$ cat src/hw/rtl/rsnh_pkg.sv
// ----------------------------------------------------------------------------
// rsnh_pkg
// Shared types, register indexes, sequencer states and default parameter
// values for the ray/segment nearest-hit block.
// ----------------------------------------------------------------------------
package rsnh_pkg;

  localparam int NUM_RAY_COUNT_DEF    = 64;
  localparam int MAX_SEGMENTS_DEF     = 256;
  localparam int SINE_TABLE_DEPTH_DEF = 1024;
  localparam int COORD_FRAC_BITS_DEF  = 8;

  // quotient bits kept by the divider; anything at 2^24 or above saturates
  localparam int QUO_W = 25;
  // magnitude of the cross-product denominator
  localparam int DEN_W = 34;

  localparam logic [15:0] FOV_RESET  = 16'd10923;
  localparam logic [23:0] DIST_RESET = 24'd256000;

  typedef enum logic [2:0] {
    REG_PLAYER_X  = 3'd0,
    REG_PLAYER_Y  = 3'd1,
    REG_VIEW      = 3'd2,
    REG_FOV       = 3'd3,
    REG_MAX_DIST  = 3'd4,
    REG_SEG_COUNT = 3'd5
  } reg_index_t;

  localparam logic OP_WRITE = 1'b0;
  localparam logic OP_CAST  = 1'b1;

  typedef struct packed {
    logic               op;
    logic [7:0]         seg_index;
    logic signed [15:0] ax;
    logic signed [15:0] ay;
    logic signed [15:0] bx;
    logic signed [15:0] by_coord;
    logic [5:0]         ray_number;
  } in_item_t;

  typedef struct packed {
    logic [5:0]  ray_out;
    logic [23:0] distance;
    logic        hit;
  } out_item_t;

  typedef enum logic [3:0] {
    ST_IDLE,
    ST_ANGLE,
    ST_INDEX,
    ST_ROM,
    ST_READ,
    ST_MUL,
    ST_TEST,
    ST_DIV,
    ST_DONE
  } seq_state_t;

endpackage

$ cat src/hw/rtl/rsnh_div.sv
// ----------------------------------------------------------------------------
// rsnh_div
// Restoring unsigned divider, one quotient bit per cycle. Flags quotients
// that do not fit in QUO_W bits.
// ----------------------------------------------------------------------------
module rsnh_div
  import rsnh_pkg::*;
#(
  parameter int NUM_W = 56
) (
  input  logic             clk,
  input  logic             rst,
  input  logic             start,
  input  logic [NUM_W-1:0] num,
  input  logic [DEN_W-1:0] den,
  output logic             done,
  output logic             over,
  output logic [QUO_W-1:0] quo
);

  localparam int CNT_W = $clog2(QUO_W + 1);

  logic [DEN_W-1:0] den_q;
  logic [DEN_W-1:0] rem;
  logic [QUO_W-1:0] low_bits;
  logic [CNT_W-1:0] cnt;
  logic [NUM_W-1:0] head;
  logic [DEN_W:0]   rem_sh;
  logic             ge;

  assign head   = num >> QUO_W;
  assign rem_sh = {rem, low_bits[QUO_W-1]};
  assign ge     = rem_sh >= {1'b0, den_q};

  always_ff @(posedge clk) begin
    if (rst) begin
      cnt  <= '0;
      done <= 1'b0;
    end else if (start) begin
      cnt      <= CNT_W'(QUO_W);
      done     <= 1'b0;
      den_q    <= den;
      over     <= head >= NUM_W'(den);
      rem      <= DEN_W'(head);
      low_bits <= num[QUO_W-1:0];
    end else if (cnt != '0) begin
      rem      <= ge ? DEN_W'(rem_sh - {1'b0, den_q}) : rem_sh[DEN_W-1:0];
      low_bits <= low_bits << 1;
      quo      <= {quo[QUO_W-2:0], ge};
      cnt      <= cnt - CNT_W'(1);
      if (cnt == CNT_W'(1)) begin
        done <= 1'b1;
      end
    end
  end

endmodule

$ cat config.mk
export PLATFORM = sky130hd
export DESIGN_NAME = rsnh_div
export DESIGN_NICKNAME = d
export VERILOG_FILES = /design/src/hw/rtl/rsnh_pkg.sv /design/src/hw/rtl/rsnh_div.sv
export SDC_FILE = /design/constraint.sdc
export NUM_CORES = 1
export LEC_CHECK = 0
export ABC_AREA = 1
export BUFFER_PORTS_ARGS = -buffer_cell sky130_fd_sc_hd__buf_2
export CAP_MARGIN = 15
export CORE_ASPECT_RATIO = 1.75
export CORE_MARGIN = 4
export CORE_UTILIZATION = 34
export CTS_CLUSTER_DIAMETER = 30
export DETAILED_ROUTE_END_ITERATION = 7
export PLACE_DENSITY_LB_ADDON = 0.12
export SLEW_MARGIN = 30
export SYNTH_ARGS = -nofsm -noshare
export SYNTH_HDL_FRONTEND = slang
export SYNTH_SLANG_ARGS = --single-unit
$ cat constraint.sdc
create_clock -name clk -period 4.85 [get_ports clk]
set_input_delay 0.97 -clock clk [delete_from_list [all_inputs] [get_ports clk]]
set_output_delay 0.97 -clock clk [all_outputs]
set_load 0.02 [all_outputs]
# After elaboration in Yosys (flattened, before gate mapping)
# Cells that the tools add are included.
# W data, S select, Z words.
op_classes:
  addsub: 2
  n_reduce_logical: 7
  bitwise: 2
  n_lt_le_gt_ge: 2
  n_eq_ne: 1
  n_mux: 7
ops:
  columns: ["operator", "count"]
  rows:
  - ["$mux W34", 2]
  - ["$mux W25", 2]
  - ["$ge A35 B34 Y1", 1]
  - ["$ge A31 B34 Y1", 1]
  - ["$sub A34 B34 Y34", 1]
  - ["$mux W31", 1]
  - ["$mux W5", 2]
  - ["$reduce_and A2 Y1", 3]
  - ["$eq A5 B1 Y1 const B", 1]
  - ["$reduce_bool A5 Y1", 1]
  - ["$sub A5 B1 Y5 const B", 1]
  - ["$reduce_and A3 Y1", 1]
  - ["$not A1 Y1", 2]
  - ["$reduce_bool A2 Y1", 1]
  - ["$reduce_or A2 Y1", 1]
word_totals:
  inputBits: 93
  register_bits: 125
  output_inout_bits: 27
  wordCells: 30

# Depth between registers and ports, before layout
depth:
  depth_word: 4
  ltp_mapped: 17
  mapped_depth_nobuf: 16

# Worst setup path after synthesis
# No wires, ideal clock.
synth_path:
  path_kind: "in2reg"
  startpoint: "input port start"
  endpoint: "register low_bits[0], enable pin"
  t_arrival_ns: 3.956
  setup_ns: 0.498
  required_time_ns: 4.352
  n_path_buf: 0
  path_slack_ns: 0.396
  cell_stages: 2
  path_cell_list: "inv_2 > a21oi_1"
synth_via:
  elab_chain_cells: 2
synth_lines:
  columns: ["item", "line", "text"]
  rows:
  - ["start, declared", "rsnh_div.sv:13", "input logic start,"]
  - ["$reduce_bool A2 Y1 (no line)", null, null]
  - ["$reduce_and A2 Y1 (no line)", null, null]
  - ["end signal, assigned", "rsnh_div.sv:45", "low_bits <= num[QUO_W-1:0];"]
  - ["end signal, assigned", "rsnh_div.sv:48", "low_bits <= low_bits << 1;"]
  - ["end, declared", "rsnh_div.sv:25", "logic [QUO_W-1:0] low_bits;"]
# No other way between the ends.
# A chain may end at the register's enable or synchronous reset.

# Worst setup path after layout
layout_path:
  startpoint: "register rem[29]"
  endpoint: "register rem[2] (data pin)"
layout_via:
  elab_chain_cells: 4
layout_lines:
  columns: ["item", "line", "text"]
  rows:
  - ["start, declared", "rsnh_div.sv:24", "logic [DEN_W-1:0] rem;"]
  - ["start signal, assigned", "rsnh_div.sv:44", "rem <= DEN_W'(head);"]
  - ["start signal, assigned", "rsnh_div.sv:47", "rem <= ge ? DEN_W'(rem_sh - {1'b0, den_q}) : rem_sh[DEN_W-1:0];"]
  - ["$ge A35 B34 Y1", "rsnh_div.sv:33", "assign ge = rem_sh >= {1'b0, den_q};"]
  - ["$mux W34", "rsnh_div.sv:47", null]
  - ["$mux W34", "rsnh_div.sv:46", "end else if (cnt != '0) begin"]
  - ["$mux W31", "rsnh_div.sv:39", "end else if (start) begin"]
# No other way between the ends. The select of a mux whose other input is x is not followed.

==> results_dict.tcl <==
set metrics [dict create \
    fillers 2738 \
    p_sw_frac 0.329 \
    leakage_nw 5.41 \
    clkPwrFrac 0.376 \
    cts_num_sinks 125 \
    critPathMaxFanout 37 \
    die_area_um2 28800 \
    drt_wl_total_um 26400 \
    critPathLaunchType "register" \
    setup_viol 0 \
    p_sw_mw 1.34 \
    combPwrFrac 0.289 \
    ant_nets 0 \
    final_core_utilization 0.412 \
    timing.setup.tns_ns 0 \
    clk_latency_ns 0.45 \
    fp-row-count 77 \
    synth.distinct_cells 39 \
    syn_area_um2 8850 \
    seq_power_share 0.335 \
    synthArstFlopShare 0 \
    dr.pass1.iters 4 \
    wl_per_cell_um 16.2 \
    worstPathRequired_ns 5.16 \
    slowest_delay_ns 0.72 \
    maxSlewViolCount 0 \
    syn_inst 1175 \
    cp_cell_sequence "ha_1 -> a21oi_1 -> nand2_1 -> a21oi_1 -> nand2_1 -> nor2_4 -> nand2_8 -> o21ai_0 -> nand3_1 -> nand2_1" \
    synth_edf_count 119 \
    period_share 0.608 \
    grt_max_degree 60 \
    die_x_um 130 \
    critPathArrivalTime_ns 3.26 \
    path_buf_inv 0 \
    vias 7638 \
    start_util 0.348 \
    powerDensity_nw_per_um2 387 \
    fp.dieH_um 221 \
    cts_resized 0 \
    design_power_total_mw 4.06 \
    cts.path.max_buffers 2 \
    clk_pin_slew_ns 0.07 \
    setup_ws_ns 1.90 \
    synth.avg_cell_area_um2 7.53 \
    synth_nets 1337 \
    skew_ns 0.0152 \
    fmax_mhz 339 \
    intPower_mw 2.73 \
    drive_above_1_share 0.136 \
    maxCapViolCount 0 \
    cts_hold_buffers 0 \
    cp_top_family "simple AND/OR/NAND/NOR gates" \
    grt_pass1_wl_um 41800 \
    cts_tree "built" \
    n_antenna_cell 0 \
    htreeDepth 4 \
    crit_type "reg2reg" \
    yosysWarnings 0 \
    path_common_cell "nand2_1" \
    synth_top_area_frac 0.404 \
    ys.flop_type "edfxtp_1" \
    irDropWorstVdd_uv 291 \
    syn_to_final_growth_pct 18.5 \
    slowest_stage "nor2_4" \
    tightest_slew_ns 0.940 \
    status "completed" \
    ys_seq_elements 125 \
    rsz0062_at_grt "false" \
    place_ws_ns 1.84 \
    fp.coreArea_um2 25400 \
    slew_headroom 0.372 \
    crit_path_end_kind "register" \
    hp-class "reg2reg" \
    numCtsBuffers 17 \
    gp_congestion 0.953 \
    viasPerCell 4.70 \
    drtIter0Drc 340 \
    post_cts_buffers 0 \
    io_pins 120 \
    num-nets-final 1458 \
    antenna_found_initial 0 \
    final_cell_mix "nand2_1 (442), inv_1 (220), edfxtp_1 (119), buf_2 (119), nand3_1 (73)" \
    grt_usage 0.191 \
    io_buffers 119 \
    post-route-drc-count 0 \
    hold_viol 0 \
    overflow 0 \
    first_global_vias 7855 \
    ys_top_cells_by_area "edfxtp_1 (40%), nand2_1 (19%), ha_1 (9.6%)" \
    yosysSeqAreaShare 0.417 \
    cts_root_buf "clkbuf_16" \
    dp_hpwl_um 21300 \
    final_common_cell "nand2_1" \
    synth_top_cell_by_area "edfxtp_1" \
    min_period_ns 2.95 \
]
==> cell type report <==
class,count,area (um2),share of cell area
Multi-Input combinational cell,806,4220,0.403
Sequential cell,125,3690,0.352
Inverter,223,837,0.0798
Timing Repair Buffer,123,646,0.0616
Clock buffer,17,425,0.0406
Tap cell,316,395,0.0377
Clock inverter,15,268,0.0255
==> power by group through the flow <==
stage | sequential (mW) | combinational [mW] | clock [mW]
finish | 1.36 | 1.17 | 1.53
global route | 1.37 | 1.34 | 1.59
CTS | 1.36 | 1.19 | 1.56
detailed placement | 1.39 | 1.18 | 0
global placement | 1.38 | 1.18 | 0
floorplan | 1.39 | 0.830 | 0
==> routing by layer <==
| metal | GRT usage | vias to the layer above | wire [um] |
|---|---|---|---|
| li1 | - | 3965 | - |
| met1 | 0.207 | 3459 | 10200 |
| met2 | 0.347 | 165 | 14000 |
| met3 | 0.0422 | 49 | 1070 |
| met4 | 0.0869 | 0 | 1090 |
| met5 | 0 | - | 0 |
==> metrics by stage <==
stage	hold slack, ns	cells	cell area [um2]
finish	0.447	1625	10500
global route	0.458	1625	10500
CTS	0.450	1625	10500
detailed placement	0.431	1593	9800
global placement	0.433	1592	9760
floorplan	0.458	1175	8850
==> worst register-to-register path: cells and delay by family, from the launching register on <==
kind | cells | cell delay [ns]
compound gates | 3 | 0.61
fa+ha+maj | 1 | 0.35
flops | 1 | 0.39
simple gates | 6 | 1.46
==> Yosys cell counts (3+ instances only) <==
cell	number
inv_2	3
nor2_1	66
nand4_1	15
buf_2	6
o21ai_0	15
nand3b_1	27
nor2_4	3
a21oi_1	38
nor4_1	5
and2_1	4
nor2_2	6
xnor2_1	14
nand3_1	73
ha_1	68
inv_1	220
nor3_1	4
buf_6	5
nand2_1	442
dfxtp_1	6
clkbuf_1	8
edfxtp_1	119
o21bai_1	4
==> sequential cells by signal (all words and copies together) (netlist names) <==
name	count
den_q	34
rem	34
low_bits	25
quo	25
cnt	5
done	1
over	1
==> final timing paths <==
kind / start / endpoint / slack (ns) / depth (start not counted)
worst max-delay path: rem[29] / rem[2] / 1.90 / 10
worst min-delay path: quo[20] / quo[21] / 0.45 / 0
worst max register to register: rem[29] / rem[2] / 1.90 / 10
worst min register to register: quo[20] / quo[21] / 0.45 / 0
==> kinds of logic after synthesis <==
kind of cell | count (synthesis) | share of synthesized area
AO/OA/AOI/OAI | 66 | 0.0404
adder cells (fa/ha/maj) | 69 | 0.0984
flip-flops | 125 | 0.417
XOR/XNOR | 16 | 0.0158
AND/OR/NAND/NOR | 655 | 0.320
buffers and inverters | 244 | 0.109
(Power assumes the default switching activity.)
